[config.mk]
export PLATFORM = sky130hd
export DESIGN_NAME = gfr_queue
export DESIGN_NICKNAME = d
export VERILOG_FILES = /design/src/hdl/gfr_pkg.sv /design/src/hdl/gfr_queue.sv
export SDC_FILE = /design/constraint.sdc
export NUM_CORES = 1
export LEC_CHECK = 0
export BUFFER_PORTS_ARGS = -buffer_cell sky130_fd_sc_hd__buf_4
export CORE_MARGIN = 3
export CORE_UTILIZATION = 51
export CTS_CLUSTER_DIAMETER = 50
export DETAILED_ROUTE_END_ITERATION = 10
export PLACE_DENSITY = 0.78
export SLEW_MARGIN = 10
export SYNTH_ARGS = -nofsm -noshare
export SYNTH_HDL_FRONTEND = slang
export SYNTH_SLANG_ARGS = --single-unit
[constraint.sdc]
create_clock -name i_clk -period 2.7 [get_ports i_clk]
set_input_delay 0.54 -clock i_clk [delete_from_list [all_inputs] [get_ports i_clk]]
set_output_delay 0.54 -clock i_clk [all_outputs]
set_load 0.02 [all_outputs]
[src/hdl/gfr_pkg.sv]
// package: shared types, codes, defaults and the 5x7 font rom for the glyph renderer
`default_nettype none

package gfr_pkg;

    localparam int DEF_PANEL_WIDTH  = 128;
    localparam int DEF_PANEL_HEIGHT = 64;

    localparam logic [7:0] FIRST_CODE = 8'd32;
    localparam logic [7:0] LAST_CODE  = 8'd90;
    localparam int GLYPH_COLS  = 5;
    localparam int FONT_GLYPHS = 59;
    localparam int QDEPTH      = 2;

    localparam logic [1:0] ACT_DRAW  = 2'd0;
    localparam logic [1:0] ACT_CLEAR = 2'd1;
    localparam logic [1:0] ACT_READ  = 2'd2;

    typedef enum logic [1:0] {
        OP_DRAW,
        OP_CLEAR,
        OP_READ
    } t_op;

    typedef enum logic [2:0] {
        BS_INIT,
        BS_IDLE,
        BS_CLEAR,
        BS_DRAW,
        BS_READ
    } t_bstate;

    // one queued command; page/col give the first byte touched
    typedef struct packed {
        t_op        op;
        logic [5:0] glyph;
        logic [6:0] col;
        logic [3:0] page;
        logic [2:0] shift;
        logic       two_pages;
        logic       read_ok;
    } t_cmd;

    typedef struct packed {
        logic init_busy;
    } t_bk_status;

    // columns left to right, leftmost column in the top byte
    localparam logic [39:0] FONT_ROM [FONT_GLYPHS] = '{
        40'h0000000000, 40'h00005F0000, 40'h0007000700, 40'h147F147F14,
        40'h242A7F2A12, 40'h2313086462, 40'h3649562050, 40'h0008070300,
        40'h001C224100, 40'h0041221C00, 40'h2A1C7F1C2A, 40'h08083E0808,
        40'h0080703000, 40'h0808080808, 40'h0000606000, 40'h2010080402,
        40'h3E5149453E, 40'h00427F4000, 40'h7249494946, 40'h2141494D33,
        40'h1814127F10, 40'h2745454539, 40'h3C4A494931, 40'h4121110907,
        40'h3649494936, 40'h464949291E, 40'h0000140000, 40'h0040340000,
        40'h0008142241, 40'h1414141414, 40'h0041221408, 40'h0201590906,
        40'h3E415D594E, 40'h7C1211127C, 40'h7F49494936, 40'h3E41414122,
        40'h7F4141413E, 40'h7F49494941, 40'h7F09090901, 40'h3E41415173,
        40'h7F0808087F, 40'h00417F4100, 40'h2040413F01, 40'h7F08142241,
        40'h7F40404040, 40'h7F021C027F, 40'h7F0408107F, 40'h3E4141413E,
        40'h7F09090906, 40'h3E4151215E, 40'h7F09192946, 40'h2649494932,
        40'h03017F0103, 40'h3F4040403F, 40'h1F2040201F, 40'h3F4038403F,
        40'h6314081463, 40'h0304780403, 40'h6159494D43
    };

    function automatic logic [7:0] gfr_font(input logic [5:0] idx, input logic [2:0] col);
        logic [39:0] row;
        row = FONT_ROM[idx];
        case (col)
            3'd0:    gfr_font = row[39:32];
            3'd1:    gfr_font = row[31:24];
            3'd2:    gfr_font = row[23:16];
            3'd3:    gfr_font = row[15:8];
            default: gfr_font = row[7:0];
        endcase
    endfunction

endpackage

`default_nettype wire

[src/hdl/gfr_queue.sv]
// command queue between front and back end
`default_nettype none

module gfr_queue import gfr_pkg::*; (
    input  wire  i_clk,
    input  wire  i_rst_n,
    input  logic i_push,
    input  t_cmd i_cmd,
    output logic o_full,
    output logic o_valid,
    output t_cmd o_cmd,
    input  logic i_pop
);

    localparam int PW = $clog2(QDEPTH);
    localparam int CW = $clog2(QDEPTH + 1);

    t_cmd          r_slot [QDEPTH];
    logic [PW-1:0] r_wptr;
    logic [PW-1:0] r_rptr;
    logic [CW-1:0] r_count;

    assign o_full  = (r_count == CW'(QDEPTH));
    assign o_valid = (r_count != '0);
    assign o_cmd   = r_slot[r_rptr];

    always_ff @(posedge i_clk) begin
        if (i_push) begin
            r_slot[r_wptr] <= i_cmd;
        end
    end

    always_ff @(posedge i_clk) begin
        if (!i_rst_n) begin
            r_wptr  <= '0;
            r_rptr  <= '0;
            r_count <= '0;
        end else begin
            if (i_push) begin
                r_wptr <= (r_wptr == PW'(QDEPTH - 1)) ? '0 : r_wptr + 1'b1;
            end
            if (i_pop) begin
                r_rptr <= (r_rptr == PW'(QDEPTH - 1)) ? '0 : r_rptr + 1'b1;
            end
            if (i_push && !i_pop) begin
                r_count <= r_count + 1'b1;
            end else if (!i_push && i_pop) begin
                r_count <= r_count - 1'b1;
            end
        end
    end

    a_no_pop_empty: assert property (@(posedge i_clk) disable iff (!i_rst_n)
        i_pop |-> (r_count != '0))
        else $error("queue popped while empty");

    a_no_push_full: assert property (@(posedge i_clk) disable iff (!i_rst_n)
        i_push |-> (r_count != CW'(QDEPTH)))
        else $error("queue pushed while full");

    a_count_bounded: assert property (@(posedge i_clk) disable iff (!i_rst_n)
        r_count <= CW'(QDEPTH))
        else $error("queue count past depth");

endmodule

`default_nettype wire

==> qor.csv, run 1 <==
stage,metric,value,unit
outcome,status,"complete, no violations",
critical_path,"critical path fanouts, max",12,
placed_design,Post-DP HPWL,2.19,mm
yosys,Synth Register Bits,53,
critical_path,WS Path Type,flip-flop to output port,
cts,"Clk Latency, worst-skew pair",290,ps
floorplan,Core Region,0.00352,mm2
detailed_routing,Antenna Nets Post-Route,0,
cts,clk root buf,clkbuf_8,
critical_path,"Critical Path, Cell by Cell","buf_4, mux2_2, buf_4",
timing,Final Hold Fails,0,
yosys,Synth Warn #,0,
detailed_routing,WL/cell,14.8,um
critical_path,Worst path most repeated cell,buf_4,
timing,Slew headroom,59.0,%
floorplan,Die Span Y,67.9,um
floorplan,Starting Density,55.5,%
yosys,sequential area share after synthesis,78.9,%
timing,setup violators final,0,
timing,final worst setup slack,769,ps
final_layout,antenna cells,0,
cts,hold_buf cts,0,
timing,worst-margin pin slew,616,ps
final_layout,layout cell share with drive strength beyond 1,57.2,%
global_route,Total Routing Usage GR,13.9,%
yosys,synth top area cells,"edfxtp_1, mux2_2, dfxtp_1",
cts,post_cts resized,0,
yosys,syn nets,126,
placed_design,setup slack at placement,871,ps
detailed_routing,DRT Pass-1 Iters,2,
critical_path,Crit path buffers/inverters,2,
detailed_routing,Via density,4.92,
cts,Num CTS Buffers,5,
pwr,maximum vdd drop,0.430,mV
detailed_routing,drt drc,0,
critical_path,Crit Reg-Reg Startpoint,r_wptr$_SDFFE_PN0P_,
global_route,first-pass GRT wire length,4.51,mm
global_route,antenna violations before repair,0,
timing,setup skew after layout,7.39,ps
critical_path,crit path DAT,1390,ps
placed_design,RD Place Congestion,0.684,
critical_path,CP Data Required Time,2160,ps
critical_path,Worst path top cell family by delay,buffers and inverters,
timing,f_max,518,MHz
final_layout,Layout Area Growth over Synthesis,29.6,%
timing,period utilization,71.5,%
global_route,largest net degree at the start of global routing,18,
yosys,Yosys top cell area share,73.8,%
cts,setup bufs post-CTS,0,
placed_design,Post-Place Cells,197,
timing,Min Hold Slack,428,ps
critical_path,R2R setup slack,1180,ps
pwr,Pwr Density,683,mW/mm2
timing,Max Slew Vio Count,0,
yosys,dominant cell type by area after synthesis,edfxtp_1,
yosys,Synth cell types,17,
critical_path,crit end category,output port,
flow_run,number of max-cap violations,0,
cts,CTS H-Tree Depth,2,
cts,clk sink count,53,
final_layout,NumNets Final,187,
critical_path,crit path launch type,flip-flop,
floorplan,# rows,21,
cts,CTS tree,built,
global_route,vias in the first global route,1042,
timing,Period minus WS final,1930,ps
detailed_routing,Iteration-0 DRC Markers,43,
placed_design,# port buffers,53,
floorplan,# IOs,54,
pwr,Leak,0.000970,uW
critical_path,Slowest cell on crit path,mux2_2,
timing,setup tns final,0,ps
timing,unrepaired setup endpoints after global routing,false,
global_route,total global routing overflow,0,
hold_path,worst hold start,i_cmd[9],
yosys,synthesized area per cell,20.1,um2
detailed_routing,drt total wl,3.04,mm
hold_path,worst min path class,input port to flip-flop,
cts,Clock Pin Slew Worst Setup and Hold Paths,90,ps
detailed_routing,Via Count,1009,
yosys,Mapped Area,0.00195,mm2
pwr,Final Total Pwr,1730,uW
cts,CTS Buffer Depth,2,
yosys,Syn Inst Count,97,
final_layout,post-route insts no fill,205,
floorplan,Die X,67.9,um
critical_path,CP peak stage delay,370,ps
floorplan,full die area,0.00461,mm2
## synth_stat cells
master / count
and2_1: 4
a21boi_1: 1
xnor2_1: 1
o21ai_0: 1
or2_2: 1
inv_1: 1
nor2b_1: 2
ha_1: 1
xor2_1: 2
buf_2: 1
edfxtp_1: 48
and2b_2: 1
dfxtp_1: 5
mux2_2: 24
or3_1: 1
buf_4: 2
o21a_1: 1
## layer usage
metal	part of all wire [%]	vias to the layer above	GRT usage [%]
met5	0	-	0
met4	1.2	0	5.21
met3	5.9	4	4.60
met2	55	32	25.5
met1	38	485	14.8
li1	-	488	-
## per-stage QoR
stage	utilization, %	instance area (um2)
floorplan	-	1950
global placement	68.8	2420
detailed placement	68.8	2420
CTS	71.9	2530
global route	71.9	2530
finish	71.9	2530
## logic make-up (layout without fill, tap and decap cells)
kind of cell,Yosys count,in the layout,synth area share [%]
multiplexers,24,24,13.8
AND/OR/NAND/NOR,9,9,3.01
flip-flops,53,53,78.9
XOR/XNOR,3,3,1.35
adder cells (fa/ha/maj),1,1,0.641
buffers and inverters,4,66,1.22
AO/OA/AOI/OAI,3,3,1.03
## sequential cells by signal, summed over array words and instances, names as in the netlist, named ones only
| register | flops |
|---|---|
| r_count | 2 |
| r_rptr | 1 |
| r_slot | 48 |
| r_wptr | 1 |
## final timing paths
kind	endpoint	cells after the start
setup reg to reg	r_slot[1][2]$_DFFE_PP_	2
hold reg to reg	r_count[1]$_SDFFE_PN0P_	2
setup / recovery	o_cmd[8]	3
hold / removal	r_slot[1][9]$_DFFE_PP_	1
## where the power goes
part           total, uW  internal, uW  switching (uW)
combinational        267           135             132
sequential           958           944            14.1
clock                503           273             231
## cell type report
type	instances	area, um2
multi-input cells	40	390
fillers	257	990
clock buffers	5	68.8
well taps	46	57.6
inverters	1	3.75
clock inverters	3	41.3
repair buffers	57	428
flip-flops and latches	53	1540
## placed cells by master, fill, tap and decap left out, drive strengths merged
master and n:
a21boi 1, and2 4, and2b 1, buf 57, bufinv 1, clkbuf 5
clkinv 1, clkinvlp 1, dfxtp 5, edfxtp 48, ha 1, inv 1
mux2 24, nor2b 2, o21a 1, o21ai 1, or2 1, or3 1
xnor2 1, xor2 2
Power figures use the tool's default switching activity.
==> inputs of run 2 (changes only) <==
- CORE_UTILIZATION: 51 -> 46
- PLACE_DENSITY: 0.78 -> 0.74
- clock period: 2.7 -> 1.7 ns (I/O delays scaled with it)
==> qor.csv, run 2 (synthesized netlist as in run 1, its figures left out) <==
stage,metric,value,unit
outcome,status,"complete, no violations",
pwr,Pwr Density,984,mW/mm2
detailed_routing,Via density,4.91,
cts,"Clk Latency, worst-skew pair",300,ps
critical_path,crit path DAT,1340,ps
placed_design,# port buffers,53,
timing,unrepaired setup endpoints after global routing,true,
floorplan,# IOs,54,
critical_path,Slowest cell on crit path,dfxtp_4,
pwr,Final Total Pwr,2740,uW
timing,setup violators final,0,
critical_path,WS Path Type,flip-flop to output port,
timing,Slew headroom,75.3,%
global_route,vias in the first global route,1158,
final_layout,layout cell share with drive strength beyond 1,58.8,%
detailed_routing,drt total wl,3.54,mm
cts,CTS Buffer Depth,2,
hold_path,worst min path class,input port to flip-flop,
timing,Period minus WS final,1680,ps
critical_path,"critical path fanouts, max",6,
detailed_routing,WL/cell,16.5,um
timing,worst-margin pin slew,371,ps
floorplan,Die X,71.2,um
final_layout,fin util,68.6,%
final_layout,"commonest non-fill, non-tap cell in the layout",edfxtp_1,
pwr,maximum vdd drop,0.583,mV
global_route,antenna violations before repair,0,
floorplan,Core Region,0.00406,mm2
global_route,largest net degree at the start of global routing,16,
critical_path,CP Data Required Time,1360,ps
final_layout,Fillers,283,
cts,CTS H-Tree Depth,2,
pwr,Combinational Power Share,20.0,%
cts,CTS tree,built,
cts,Num CTS Buffers,5,
global_route,Total Routing Usage GR,14.3,%
final_layout,NumNets Final,193,
detailed_routing,Iteration-0 DRC Markers,65,
detailed_routing,Via Count,1055,
floorplan,full die area,0.00506,mm2
final_layout,Layout Area Growth over Synthesis,42.6,%
timing,period utilization,99.1,%
timing,Max Slew Vio Count,0,
flow_run,number of max-cap violations,0,
pwr,Psw,632,uW
final_layout,cell area after layout,0.00279,mm2
timing,Final Hold Fails,0,
cts,hold_buf cts,0,
critical_path,Worst path top cell family by delay,flip-flops,
pwr,Clock power frac,24.0,%
pwr,Seq pwr share,55.9,%
final_layout,max FFs per register,48,
pwr,Leak,0.00112,uW
final_layout,largest registers,"r_slot (48), r_count (2)",
critical_path,"Critical Path, Cell by Cell","buf_8, mux2_4, buf_6",
final_layout,antenna cells,0,
placed_design,placed inst area,0.00245,mm2
cts,clk sink count,53,
cts,clk root buf,clkbuf_8,
critical_path,CP peak stage delay,430,ps
detailed_routing,DRT Pass-1 Iters,4,
critical_path,crit end category,output port,
placed_design,RD Place Congestion,0.721,
timing,setup skew after layout,4.96,ps
placed_design,Post-DP HPWL,2.44,mm
final_layout,FF+latch area,0.00155,mm2
floorplan,Die Span Y,71.2,um
pwr,Int Power,2110,uW
final_layout,Top reg by flops,r_slot,
cts,Clock Pin Slew Worst Setup and Hold Paths,90,ps
detailed_routing,drt drc,0,
critical_path,Crit path buffers/inverters,2,
detailed_routing,Antenna Nets Post-Route,0,
pwr,switching portion of total power,23.1,%
critical_path,crit path launch type,flip-flop,
floorplan,# rows,23,
final_layout,footprint of the multi-input gates,477,um2
timing,f_max,594,MHz
global_route,total global routing overflow,0,
global_route,first-pass GRT wire length,5.27,mm
floorplan,Starting Density,48.1,%
final_layout,most frequent cells in the layout,"edfxtp_1, buf_4, buf_6, mux2_4, clkbuf_8",
-- run 2: changes by cell type in the layout (fill, tap and decap cells not counted), moves of 2 or more --
cell       delta
buf_6        +24
mux2_2       -23
mux2_4       +23
buf_4        -22
buf_8         +2
clkbuf_1      +2
clkbuf_16     +2
-- run 2: final cells by class --
cell class | count | share of cell area [%]
timing repair buffer | 63 | 22.0
sequential | 53 | 55.5
multi-input combinational | 40 | 17.1
clock buffer | 7 | 2.74
clock inverter | 1 | 0.270
tap | 50 | 2.25
inverter | 1 | 0.135
-- run 2: through the flow --
step / setup TNS (ps) / setup slack, ps / hold slack [ps] / std cells
3_3_place_gp: 0 / 223 / 477 / 204
2_1_floorplan: 0 / 270 / 439 / 97
6_report: 0 / 16.1 / 226 / 215
5_1_grt: -363 / -30.8 / 205 / 215
3_5_place_dp: 0 / 179 / 501 / 204
4_1_cts: -8.89 / -5.59 / 209 / 213
-- run 2: repair_timing --
action | CTS | global route
pin swaps | 0 | 0
setup buffers | 1 | 0
setup endpoints to repair | 21 | 21
cloned | 0 | 2
resized for setup | 6 | 47
-- run 2: power groups by stage --
stage	combinational [uW]	sequential (uW)	clock [uW]
6_report	549	1530	658
3_3_place_gp	423	1550	0
5_1_grt	581	1540	737
3_5_place_dp	431	1560	0
2_1_floorplan	243	1540	0
4_1_cts	444	1530	684
-- run 2: path summary, 6_finish.rpt --
kind,start,endpoint,slack [ps],depth (start not counted)
min,i_cmd[21],r_slot[0][21]$_DFFE_PP_,230,1
min reg2reg,r_count[1]$_SDFFE_PN0P_,r_count[1]$_SDFFE_PN0P_,510,2
max,flip-flop,o_cmd[1],20,3
max reg2reg,r_wptr$_SDFFE_PN0P_,r_slot[1][6]$_DFFE_PP_,450,2
-- run 2: worst register-to-register path, delay by kind of cell, from the launching register on --
kind | cells | cell delay [ps]
flops | 1 | 360
simple gates | 1 | 360
buf+inv | 1 | 240
-- run 2: per-layer routing --
metal	vias up	wire length [um]	GRT usage, %
met2	36	1950	25.7
met4	0	108	6.89
met5	-	0	0
li1	498	-	-
met1	512	1310	14.7
met3	9	172	4.83
