`config.mk`:
```
export PLATFORM = sky130hd
export DESIGN_NAME = gfr_front_flat
export DESIGN_NICKNAME = d
export VERILOG_FILES = /design/src/hdl/gfr_pkg.sv /design/src/hdl/gfr_if.sv /design/src/hdl/gfr_front.sv /design/src/flat_wrapper.sv
export SDC_FILE = /design/constraint.sdc
export NUM_CORES = 1
export LEC_CHECK = 0
export BUFFER_PORTS_ARGS = -buffer_cell sky130_fd_sc_hd__clkbuf_2
export CAP_MARGIN = 20
export CELL_PAD_IN_SITES_DETAIL_PLACEMENT = 0
export CELL_PAD_IN_SITES_GLOBAL_PLACEMENT = 1
export CORE_MARGIN = 4
export CORE_UTILIZATION = 18
export DETAILED_ROUTE_END_ITERATION = 10
export GPL_TIMING_DRIVEN = 0
export PLACE_DENSITY_LB_ADDON = 0.05
export SLEW_MARGIN = 25
export SYNTH_ARGS = -nofsm -noshare
export SYNTH_HDL_FRONTEND = slang
export SYNTH_SLANG_ARGS = --single-unit
```
`constraint.sdc`:
```
create_clock -name vclk -period 2.26
set_clock_uncertainty 0.05 [all_clocks]
set_input_delay 0.113 -clock vclk [all_inputs]
set_output_delay 0.113 -clock vclk [all_outputs]
set_load 0.01 [all_outputs]
```
`src/hdl/gfr_pkg.sv`:
```
// package: shared types, codes, defaults and the 5x7 font rom for the glyph renderer
`default_nettype none

package gfr_pkg;

    localparam int DEF_PANEL_WIDTH  = 128;
    localparam int DEF_PANEL_HEIGHT = 64;

    localparam logic [7:0] FIRST_CODE = 8'd32;
    localparam logic [7:0] LAST_CODE  = 8'd90;
    localparam int GLYPH_COLS  = 5;
    localparam int FONT_GLYPHS = 59;
    localparam int QDEPTH      = 2;

    localparam logic [1:0] ACT_DRAW  = 2'd0;
    localparam logic [1:0] ACT_CLEAR = 2'd1;
    localparam logic [1:0] ACT_READ  = 2'd2;

    typedef enum logic [1:0] {
        OP_DRAW,
        OP_CLEAR,
        OP_READ
    } t_op;

    typedef enum logic [2:0] {
        BS_INIT,
        BS_IDLE,
        BS_CLEAR,
        BS_DRAW,
        BS_READ
    } t_bstate;

    // one queued command; page/col give the first byte touched
    typedef struct packed {
        t_op        op;
        logic [5:0] glyph;
        logic [6:0] col;
        logic [3:0] page;
        logic [2:0] shift;
        logic       two_pages;
        logic       read_ok;
    } t_cmd;

    typedef struct packed {
        logic init_busy;
    } t_bk_status;

    // columns left to right, leftmost column in the top byte
    localparam logic [39:0] FONT_ROM [FONT_GLYPHS] = '{
        40'h0000000000, 40'h00005F0000, 40'h0007000700, 40'h147F147F14,
        40'h242A7F2A12, 40'h2313086462, 40'h3649562050, 40'h0008070300,
        40'h001C224100, 40'h0041221C00, 40'h2A1C7F1C2A, 40'h08083E0808,
        40'h0080703000, 40'h0808080808, 40'h0000606000, 40'h2010080402,
        40'h3E5149453E, 40'h00427F4000, 40'h7249494946, 40'h2141494D33,
        40'h1814127F10, 40'h2745454539, 40'h3C4A494931, 40'h4121110907,
        40'h3649494936, 40'h464949291E, 40'h0000140000, 40'h0040340000,
        40'h0008142241, 40'h1414141414, 40'h0041221408, 40'h0201590906,
        40'h3E415D594E, 40'h7C1211127C, 40'h7F49494936, 40'h3E41414122,
        40'h7F4141413E, 40'h7F49494941, 40'h7F09090901, 40'h3E41415173,
        40'h7F0808087F, 40'h00417F4100, 40'h2040413F01, 40'h7F08142241,
        40'h7F40404040, 40'h7F021C027F, 40'h7F0408107F, 40'h3E4141413E,
        40'h7F09090906, 40'h3E4151215E, 40'h7F09192946, 40'h2649494932,
        40'h03017F0103, 40'h3F4040403F, 40'h1F2040201F, 40'h3F4038403F,
        40'h6314081463, 40'h0304780403, 40'h6159494D43
    };

    function automatic logic [7:0] gfr_font(input logic [5:0] idx, input logic [2:0] col);
        logic [39:0] row;
        row = FONT_ROM[idx];
        case (col)
            3'd0:    gfr_font = row[39:32];
            3'd1:    gfr_font = row[31:24];
            3'd2:    gfr_font = row[23:16];
            3'd3:    gfr_font = row[15:8];
            default: gfr_font = row[7:0];
        endcase
    endfunction

endpackage

`default_nettype wire

```
`src/hdl/gfr_if.sv`:
```
// interfaces: command channel and byte result channel
`default_nettype none

interface gfr_in_if;
    logic       valid;
    logic       ready;
    logic [1:0] action;
    logic [7:0] char_code;
    logic [6:0] pos_x;
    logic [5:0] pos_y;
    logic [2:0] read_page;
    logic [6:0] read_column;

    modport source (output valid, action, char_code, pos_x, pos_y, read_page, read_column,
                    input ready);
    modport sink   (input valid, action, char_code, pos_x, pos_y, read_page, read_column,
                    output ready);
endinterface


`default_nettype wire

```
`src/hdl/gfr_front.sv`:
```
// front end: accepts command beats, drops no-op ones, builds queue commands
`default_nettype none

module gfr_front import gfr_pkg::*; #(
    parameter int PANEL_WIDTH  = DEF_PANEL_WIDTH,
    parameter int PANEL_HEIGHT = DEF_PANEL_HEIGHT
) (
    gfr_in_if.sink     i_in,
    input  t_bk_status i_status,
    input  logic       i_q_full,
    output logic       o_push,
    output t_cmd       o_cmd
);

    localparam int PAGES = PANEL_HEIGHT / 8;

    logic       code_ok;
    logic       x_ok;
    logic       page_ok;
    logic       hi_ok;
    logic       rd_ok;
    logic       keep;
    logic [4:0] page0;

    always_comb begin
        code_ok = i_in.char_code inside {[FIRST_CODE:LAST_CODE]};
        x_ok    = 9'(i_in.pos_x) < 9'(PANEL_WIDTH - GLYPH_COLS);
        page0   = {2'b00, i_in.pos_y[5:3]};
        page_ok = page0 < 5'(PAGES);
        // glyph rows spill into the next page when the row offset is two or more
        hi_ok   = (i_in.pos_y[2:0] >= 3'd2) && ((page0 + 5'd1) < 5'(PAGES));
        rd_ok   = ({2'b00, i_in.read_page} < 5'(PAGES))
                  && (9'(i_in.read_column) < 9'(PANEL_WIDTH));

        i_in.ready = !i_status.init_busy && !i_q_full;

        o_cmd.glyph     = 6'(i_in.char_code - FIRST_CODE);
        o_cmd.shift     = i_in.pos_y[2:0];
        o_cmd.two_pages = hi_ok;
        o_cmd.read_ok   = rd_ok;
        o_cmd.col       = i_in.pos_x;
        o_cmd.page      = {1'b0, i_in.pos_y[5:3]};
        o_cmd.op        = OP_DRAW;
        keep            = 1'b0;

        case (i_in.action)
            ACT_DRAW: begin
                keep = code_ok && x_ok && page_ok;
            end
            ACT_CLEAR: begin
                o_cmd.op = OP_CLEAR;
                keep     = 1'b1;
            end
            ACT_READ: begin
                o_cmd.op   = OP_READ;
                o_cmd.col  = i_in.read_column;
                o_cmd.page = {1'b0, i_in.read_page};
                keep       = 1'b1;
            end
            default: begin
                keep = 1'b0;
            end
        endcase

        o_push = i_in.valid && i_in.ready && keep;
    end

endmodule

`default_nettype wire

```
`src/flat_wrapper.sv`:
```
// flat-port wrapper written by rule: the top's interface ports become plain ports
module gfr_front_flat import gfr_pkg::*;
#(
    parameter int PANEL_WIDTH  = DEF_PANEL_WIDTH,
    parameter int PANEL_HEIGHT = DEF_PANEL_HEIGHT
)
  (i_status, i_q_full, o_push, o_cmd, i_in_valid, i_in_action, i_in_char_code, i_in_pos_x, i_in_pos_y, i_in_read_page, i_in_read_column, i_in_ready);
  gfr_in_if i_in_i ();
  input  t_bk_status i_status;
  input  logic i_q_full;
  output logic o_push;
  output t_cmd o_cmd;
  input wire logic [$bits(i_in_i.valid)-1:0] i_in_valid;
  input wire logic [$bits(i_in_i.action)-1:0] i_in_action;
  input wire logic [$bits(i_in_i.char_code)-1:0] i_in_char_code;
  input wire logic [$bits(i_in_i.pos_x)-1:0] i_in_pos_x;
  input wire logic [$bits(i_in_i.pos_y)-1:0] i_in_pos_y;
  input wire logic [$bits(i_in_i.read_page)-1:0] i_in_read_page;
  input wire logic [$bits(i_in_i.read_column)-1:0] i_in_read_column;
  output wire logic [$bits(i_in_i.ready)-1:0] i_in_ready;
  assign i_in_i.valid = i_in_valid;
  assign i_in_i.action = i_in_action;
  assign i_in_i.char_code = i_in_char_code;
  assign i_in_i.pos_x = i_in_pos_x;
  assign i_in_i.pos_y = i_in_pos_y;
  assign i_in_i.read_page = i_in_read_page;
  assign i_in_i.read_column = i_in_read_column;
  assign i_in_ready = i_in_i.ready;
  gfr_front #(.PANEL_WIDTH(PANEL_WIDTH), .PANEL_HEIGHT(PANEL_HEIGHT)) u_core (.i_in(i_in_i), .i_status(i_status), .i_q_full(i_q_full), .o_push(o_push), .o_cmd(o_cmd));
endmodule
```
==> results of run 1 <==
## synth_stat cells, drive strengths merged
library cell	instances	share of area, %
a31oi	1	1.7
conb	2	2.1
mux2	10	31
ha	4	14
nor2	2	2.1
xor2	1	2.4
o22ai	1	1.7
nor4b	1	6.6
buf	12	24
o21ai	1	1.4
nand3	1	1.4
nand4b	1	2.4
inv	3	3.1
a21oi	2	2.8
nand2	1	1.0
nand4	1	1.7
## per-stage QoR
step | hold WS (ns) | cell area [um2]
after floorplan | 0.219 | 360
after global placement | 0.367 | 687
after detailed placement | 0.368 | 687
after CTS | 0.368 | 687
after global routing | 0.370 | 687
final | 0.366 | 687
## kinds of logic after synthesis
family	count (synthesis)
buffers and inverters	15
muxes	10
and+or+nand+nor	7
AOI/OAI and AO/OA	5
adders and majority gates	4
other	2
xor gates and xnor gates	1
## worst paths after layout
check,from,to,cells past startpoint
setup / recovery,i_in_action[0],o_cmd[12],6
hold / removal,i_in_pos_y[0],o_cmd[2],2
## power groups by stage
stage	clock network (mW)	logic [mW]	registers [mW]
2_1_floorplan	0	0.0638	0
4_1_cts	0	0.128	0
3_3_place_gp	0	0.128	0
5_1_grt	0	0.137	0
6_report	0	0.126	0
3_5_place_dp	0	0.128	0
## worst max-delay path: stages
cell	delay, ns
clkbuf_2	0.10
inv_1	0.08
ha_1	0.16
buf_2	0.24
mux2_2	0.36
clkbuf_2	0.13
## metal layers
layer | routed length, um | vias up
met3 | 170 | 0
li1 | - | 257
met5 | 0 | -
met2 | 612 | 32
met4 | 0 | 0
met1 | 447 | 202
## cells in the final DEF (no fill, tap or decap), types with 2 or more instances in the layout
master	count
nor2_1	2
inv_1	3
mux2_2	10
a21oi_1	2
conb_1	2
clkbuf_2	59
ha_1	4
buf_4	11
## layout make-up
| type | count | area, um2 | share of cell area, % |
|---|---|---|---|
| timing repair buffer | 59 | 295 | 43.0 |
| inverter | 3 | 11.3 | 1.64 |
| tap | 25 | 31.3 | 4.55 |
| buffer | 12 | 87.6 | 12.8 |
| multi-input combinational | 29 | 262 | 38.1 |
==> results.tsv, run 1 <==
metric	value	unit
CP startpoint kind	input pin	
final setup TNS	0	ns
fin nets	145	
combinational power share	100.0	%
final number of setup-violating endpoints	0	
utilization after layout	38.1	%
Worst EP arrival	1.19	ns
Post-Syn Instances	44	
Placement Setup Slack	0.898	ns
Max VDD drop	0.0000728	V
Slew Viols, Final	0	
CP endpoint kind	output port	
Hold Buf Count CTS	0	
post-CTS setup buffers	0	
sequential group share of total power	0	%
Final period util	59.8	%
Port Buffer Count	59	
Rows	15	
RSZ-0062 raised after global routing	no	
Post-CTS Resized	0	
post-synthesis cell type count	17	
Core ar.	1800	um2
die area	2780	um2
layout cells sized above 1	79.6	%
Final GP Congestion	0.675	
Detailed Routing Iterations Pass 1	1	
final setup margin	0.908	ns
Fmax	740	MHz
switching share of power	43.1	%
maxcap violations	0	
Die Wd	52.7	um
Required @ worst endpoint	2.10	ns
Compound-Gate Fraction of Synth Area	7.64	%
Leakage Power	0.422	nW
Post-Layout Cell Count	128	
met2 Use GR	14.9	%
via count	491	
Reg area	0	um2
dpl cells	128	
FILL cells	210	
sw power	0.0542	mW
status	finished clean	
gr usage total	7.01	%
M1 GR Usage	7.50	%
Syn-to-layout area delta	90.6	%
DRT Wirelength	1.23	mm
Starting Density	20.0	%
largest family of logic cells by synthesized area	multiplexers	
Seq/Total Area, Yosys	0	%
final hold viol count	0	
Die H	52.7	um
Post-Syn Area	360	um2
initial DRC count	0	
Residual DRC	0	
post-layout minimum cycle time	1.35	ns
Mapped Avg Cell Area	8.19	um2
largest net degree at the start of global routing	11	
routed len/inst	9.62	um
antenna fix cells	0	
io pins	62	
WS Path Type	input pin to output port	
Via density	3.84	
mux cell area share after synthesis	31.3	%
Int Power	0.0716	mW
synth warn	0	
xor/xnor share of the synthesized area	2.43	%
Top Usage Layer GRT	met2	
Critical Path Fanout Max	10	
Adder-Cell Fraction of Synth Area	13.9	%
met3 Use GR	0.855	%
Hold Path Class	input pin to output port	
grt ovf	0	
clock group share of total power	0	%
PnR Total Power	0.126	mW
initial antenna violation count	0	
vias in the first global route	417	
Post-DRT Antenna Nets	0	
first-pass GRT wire length	1.57	mm
power per cell area	183	nW/um2
syn_nets	84	
clock buffers	0	
Synth Area in Simple Gates	15.3	%
FFs & Latches	0	
Note: power is estimated with default switching activity, not from simulation.
==> run 2: changes to the inputs <==
--- a/config.mk
+++ b/config.mk
@@ -5,12 +5,13 @@
 export SDC_FILE = /design/constraint.sdc
 export NUM_CORES = 1
 export LEC_CHECK = 0
+export ABC_AREA = 1
 export BUFFER_PORTS_ARGS = -buffer_cell sky130_fd_sc_hd__clkbuf_2
 export CAP_MARGIN = 20
 export CELL_PAD_IN_SITES_DETAIL_PLACEMENT = 0
 export CELL_PAD_IN_SITES_GLOBAL_PLACEMENT = 1
 export CORE_MARGIN = 4
-export CORE_UTILIZATION = 18
+export CORE_UTILIZATION = 15
 export DETAILED_ROUTE_END_ITERATION = 10
 export GPL_TIMING_DRIVEN = 0
 export PLACE_DENSITY_LB_ADDON = 0.05
==> constraint.sdc (replaced) <==
create_clock -name vclk -period 1.16
set_clock_uncertainty 0.05 [all_clocks]
set_input_delay 0.058 -clock vclk [all_inputs]
set_output_delay 0.058 -clock vclk [all_outputs]
set_load 0.01 [all_outputs]
==> results.tsv, run 2 <==
metric	value	unit	change
clock buffers	0		unchanged
final hold viol count	0		unchanged
routed len/inst	8.44	um	-12%
Compound-Gate Fraction of Synth Area	9.78	%	+2.1 points
Hold Startpoint	i_in_pos_y[0]		
initial antenna violation count	0		unchanged
Detailed Routing Iterations Pass 1	2		+1
first-pass GRT wire length	1.79	mm	+14%
DRT Wirelength	1.32	mm	+7.0%
Core ar.	2500	um2	+39%
post-layout minimum cycle time	1.08	ns	
Critical Path Fanout Max	10		unchanged
Hold Path Class	input pin to output port		
Syn-to-layout area delta	95.0	%	
Post-DRT Antenna Nets	0		unchanged
combinational power share	100.0	%	about the same
HPWL Detailed	1.23	mm	
Die H	59.4	um	+13%
RSZ-0062 raised after global routing	no		
mux cell area share after synthesis	18.9	%	-12 points
Post-Syn Area	397	um2	+10%
Post-Syn Instances	65		+48%
final number of setup-violating endpoints	0		unchanged
Required @ worst endpoint	1.05	ns	-1.05 ns
Port Buffer Count	59		unchanged
Rows	18		+3
fin nets	168		+16%
layout cells sized above 1	65.1	%	-15 points
Max VDD drop	0.000122	V	+67%
Reg area	0	um2	unchanged
Final period util	92.8	%	
maxcap violations	0		unchanged
Multi-input gate area	270	um2	+3.3%
sequential group share of total power	0	%	unchanged
largest net degree at the start of global routing	11		unchanged
Fmax	929	MHz	
post-synthesis cell type count	13		-4
Hold Buf Count CTS	0		unchanged
top sig layer	met3		
antenna fix cells	0		unchanged
syn_nets	105		+25%
final instance area	773	um2	+13%
Leakage Power	0.506	nW	+20%
Worst EP arrival	0.97	ns	-0.22 ns
Via density	3.53		-8.1%
Slew Viols, Final	0		unchanged
top cells by area, synth	buf_4 21%, nand2_1 16%, ha_1 13%, inv_1 12%, mux2_2 11%		
Hold Path Cell Cnt	2		unchanged
Commonest cells post-synth	17 x nand2_1, 13 x inv_1, 11 x buf_4		
commonest cells after routing, fill and taps aside	59 x clkbuf_2, 17 x nand2_1, 12 x inv_1, 12 x buf_4		
Mapped Avg Cell Area	6.10	um2	-25%
Placement Setup Slack	-0.133	ns	-1.03 ns
met2 wire len	691	um	+13%
vias in the first global route	484		+16%
initial DRC count	11		+11
Starting Density	15.9	%	-4.1 points
Post-DP Area	729	um2	+6.2%
switching share of power	43.8	%	+0.69 points
cell accounting for the most synthesized area	buf_4		
power per cell area	346	nW/um2	+89%
synth warn	0		unchanged
grt ovf	0		unchanged
count leader, synth	nand2_1		
FILL cells	278		+32%
CP startpoint kind	input pin		
gr usage total	6.00	%	-1.0 points
clock group share of total power	0	%	unchanged
via count	550		+12%
post-synth top area share	20.8	%	-10 points
met3 WL post-DR	169	um	-0.59%
Seq/Total Area, Yosys	0	%	unchanged
Die Wd	59.4	um	+13%
sw power	0.117	mW	+120%
CP endpoint kind	output port		
Crit. Startpoint	i_in_action[0]		
largest family of logic cells by synthesized area	buffers and inverters		
io pins	62		unchanged
status	finished clean		
Residual DRC	0		unchanged
Synth Area in Simple Gates	20.8	%	+5.5 points
Adder-Cell Fraction of Synth Area	12.6	%	-1.3 points
xor/xnor share of the synthesized area	0	%	-2.4 points
most common cell after layout, fill and taps aside	clkbuf_2		
WS Path Type	input pin to output port		
die area	3530	um2	+27%
FFs & Latches	0		unchanged
final setup margin	0.0836	ns	-0.824 ns
Met1 Wirelength	457	um	+2.2%
Int Power	0.150	mW	+110%
Final GP Congestion	0.687		+1.8%
run 2: logic make-up (layout without fill, tap and decap cells):
| group | count (synthesis) | in the layout |
|---|---|---|
| buffers and inverters | 25 | 86 |
| and+or+nand+nor | 21 | 21 |
| AOI/OAI and AO/OA | 7 | 7 |
| muxes | 6 | 6 |
| adders and majority gates | 4 | 4 |
| other | 2 | 2 |
run 2: power groups by stage:
stage	Clock, mW	Combinational, mW	Sequential (mW)
global route	0	0.298	0
floorplan	0	0.133	0
global placement	0	0.255	0
finish	0	0.267	0
CTS	0	0.261	0
detailed placement	0	0.256	0
run 2: area by class of cell:
cell class,instances,area share (%)
well taps,30,4.85
inverters,13,6.31
plain buffers,12,12.1
multi-input cells,40,35.0
repair buffers,61,41.7
run 2: what timing repair did:
item	4_1_cts	5_1_grt
gates resized for setup	2	2
endpoints found under the hold margin	0	0
pin swaps	1	1
setup endpoints to repair	6	3
buffers inserted	0	2
run 2: worst paths after layout:
kind                  endpoint  slack [ns]
worst max-delay path  o_cmd[9]        0.08
worst min-delay path  o_cmd[2]        0.25
run 2: per-layer routing:
| metal | vias to the layer above | GRT usage [%] |
|---|---|---|
| met4 | 0 | 0 |
| met5 | - | 0 |
| li1 | 309 | - |
| met1 | 210 | 6.56 |
| met2 | 31 | 12.8 |
| met3 | 0 | 0.436 |
run 2: stage by stage:
step                      utilization, %  power (mW)  TNS (ns)  hold WS, ns  instances
after floorplan                        -       0.133         0        0.110         65
after global placement              29.2       0.255    -0.261        0.257        154
after detailed placement            29.2       0.256    -0.297        0.256        154
after CTS                           29.7       0.261         0        0.256        154
after global routing                30.9       0.298         0        0.266        156
final                               30.9       0.267         0        0.254        156
run 2: critical path, stage by stage:
cell and delay, ns:
clkbuf_2 0.11, inv_2 0.08, ha_4 0.16, buf_6 0.14, mux2_4 0.30, clkbuf_2 0.13
==> run 3: changes to the inputs <==
--- a/config.mk
+++ b/config.mk
@@ -15,6 +15,7 @@
 export DETAILED_ROUTE_END_ITERATION = 10
 export GPL_TIMING_DRIVEN = 0
 export PLACE_DENSITY_LB_ADDON = 0.05
+export REMOVE_ABC_BUFFERS = 1
 export SLEW_MARGIN = 25
 export SYNTH_ARGS = -nofsm -noshare
 export SYNTH_HDL_FRONTEND = slang
==> results.tsv, run 3 (synthesis gave the netlist of run 2 again) <==
metric	value	unit	change
utilization after layout	26.2	%	-4.8 points
met2 wire len	630	um	-8.8%
Worst EP arrival	0.95	ns	-0.02 ns
Detailed Routing Iterations Pass 1	2		unchanged
Placement Setup Slack	-0.278	ns	-0.144 ns
commonest cells after routing, fill and taps aside	58 x clkbuf_2, 17 x nand2_1, 13 x inv_1		
CP startpoint kind	input pin		
routed len/inst	8.46	um	+0.27%
RSZ-0062 raised after global routing	no		
layout cells sized above 1	59.8	%	-5.3 points
Rows	18		unchanged
Die Wd	59.4	um	unchanged
WS Path Type	input pin to output port		
initial antenna violation count	0		unchanged
most frequent cell on the critical path	clkbuf_2		
Multi-input gate area	270	um2	unchanged
final setup TNS	0	ns	unchanged
final setup margin	0.0981	ns	+0.0145 ns
FFs & Latches	0		unchanged
grt ovf	0		unchanged
Hold Path Class	input pin to output port		
Core ar.	2500	um2	unchanged
clock buffers	0		unchanged
final number of setup-violating endpoints	0		unchanged
Met1 Wirelength	388	um	-15%
met3 WL post-DR	183	um	+8.3%
maxcap violations	0		unchanged
largest net degree at the start of global routing	16		+5
Fmax	942	MHz	+1.4%
DRT Wirelength	1.20	mm	-8.7%
final hold viol count	0		unchanged
initial DRC count	1		-10
Via density	3.61		+2.5%
Max VDD drop	0.000123	V	+0.95%
Slew Viols, Final	0		unchanged
CP Cell Sequence	clkbuf_2 > inv_1 > ha_4 > mux2_2 > clkbuf_2		
Critical Path Fanout Max	9		-1
vias in the first global route	445		-8.1%
Reg area	0	um2	unchanged
Final period util	91.5	%	-1.2 points
largest stage delay on the critical path	0.34	ns	+0.04 ns
power per cell area	342	nW/um2	-0.93%
FILL cells	318		+14%
Post-DRT Antenna Nets	0		unchanged
Die H	59.4	um	unchanged
Critical-path top delay cell	mux2_2		
die area	3530	um2	unchanged
Hold Startpoint	i_in_pos_y[0]		
via count	513		-6.7%
Port Buffer Count	58		-1.7%
HPWL Detailed	1.13	mm	-7.9%
most common cell after layout, fill and taps aside	clkbuf_2		
Final GP Congestion	0.591		-14%
top sig layer	met3		
Residual DRC	0		unchanged
first-pass GRT wire length	1.70	mm	-5.4%
Syn-to-layout area delta	65.0	%	
fin nets	154		-8.3%
gr usage total	5.78	%	-0.22 points
post-layout minimum cycle time	1.06	ns	-0.0145 ns
CP endpoint kind	output port		
status	finished clean		
Starting Density	15.9	%	unchanged
Required @ worst endpoint	1.05	ns	about the same
Crit. Startpoint	i_in_action[0]		
antenna fix cells	0		unchanged
Leakage Power	0.436	nW	-14%
Hold Buf Count CTS	0		unchanged
io pins	62		unchanged
run 3: cell count changes in the layout (fill, tap and decap cells not counted):
cell and change:
buf_4 -11, buf_12 -1, buf_6 -1, clkbuf_2 -1, inv_1 +1, inv_2 -1
run 3: worst paths after layout:
check | to | slack (ns) | depth (start not counted)
worst max-delay path | o_cmd[15] | 0.1 | 5
worst min-delay path | o_cmd[2] | 0.07 | 0
run 3: critical path: cells and delay by family:
| kind | cells | cell delay [ns] |
|---|---|---|
| mux | 1 | 0.34 |
| fa+ha+maj | 1 | 0.21 |
| buf+inv | 3 | 0.34 |
run 3: timing repair:
item	CTS	global route
endpoints found under the setup margin	10	5
setup buffers	0	1
gates resized for setup	2	1
endpoints found under the hold margin	0	0
cloned	0	0
pin swaps	0	1
run 3: metrics by stage:
step | power, mW | area (um2) | cells | hold WS (ns)
CTS | 0.227 | 643 | 141 | 0.0661
finish | 0.224 | 654 | 142 | 0.0660
global placement | 0.221 | 631 | 141 | 0.0661
detailed placement | 0.221 | 631 | 141 | 0.0661
floorplan | 0.0920 | 303 | 53 | 0.0660
global route | 0.252 | 654 | 142 | 0.0661
run 3: layout make-up:
class,count,area share [%]
Inverter,13,7.46
Timing Repair Buffer,59,45.5
Tap cell,30,5.74
Multi-Input combinational cell,40,41.3
run 3: layer usage:
metal  global-route usage (%)  up-vias
li1                         -      280
met1                     5.79      204
met2                     12.6       29
met3                    0.871        0
met4                        0        0
met5                        0        -
run 3: report_power, final:
part / internal (mW) / total (mW) / switching, mW
Clock: 0 / 0 / 0
Sequential: 0 / 0 / 0
Combinational: 0.116 / 0.224 / 0.108
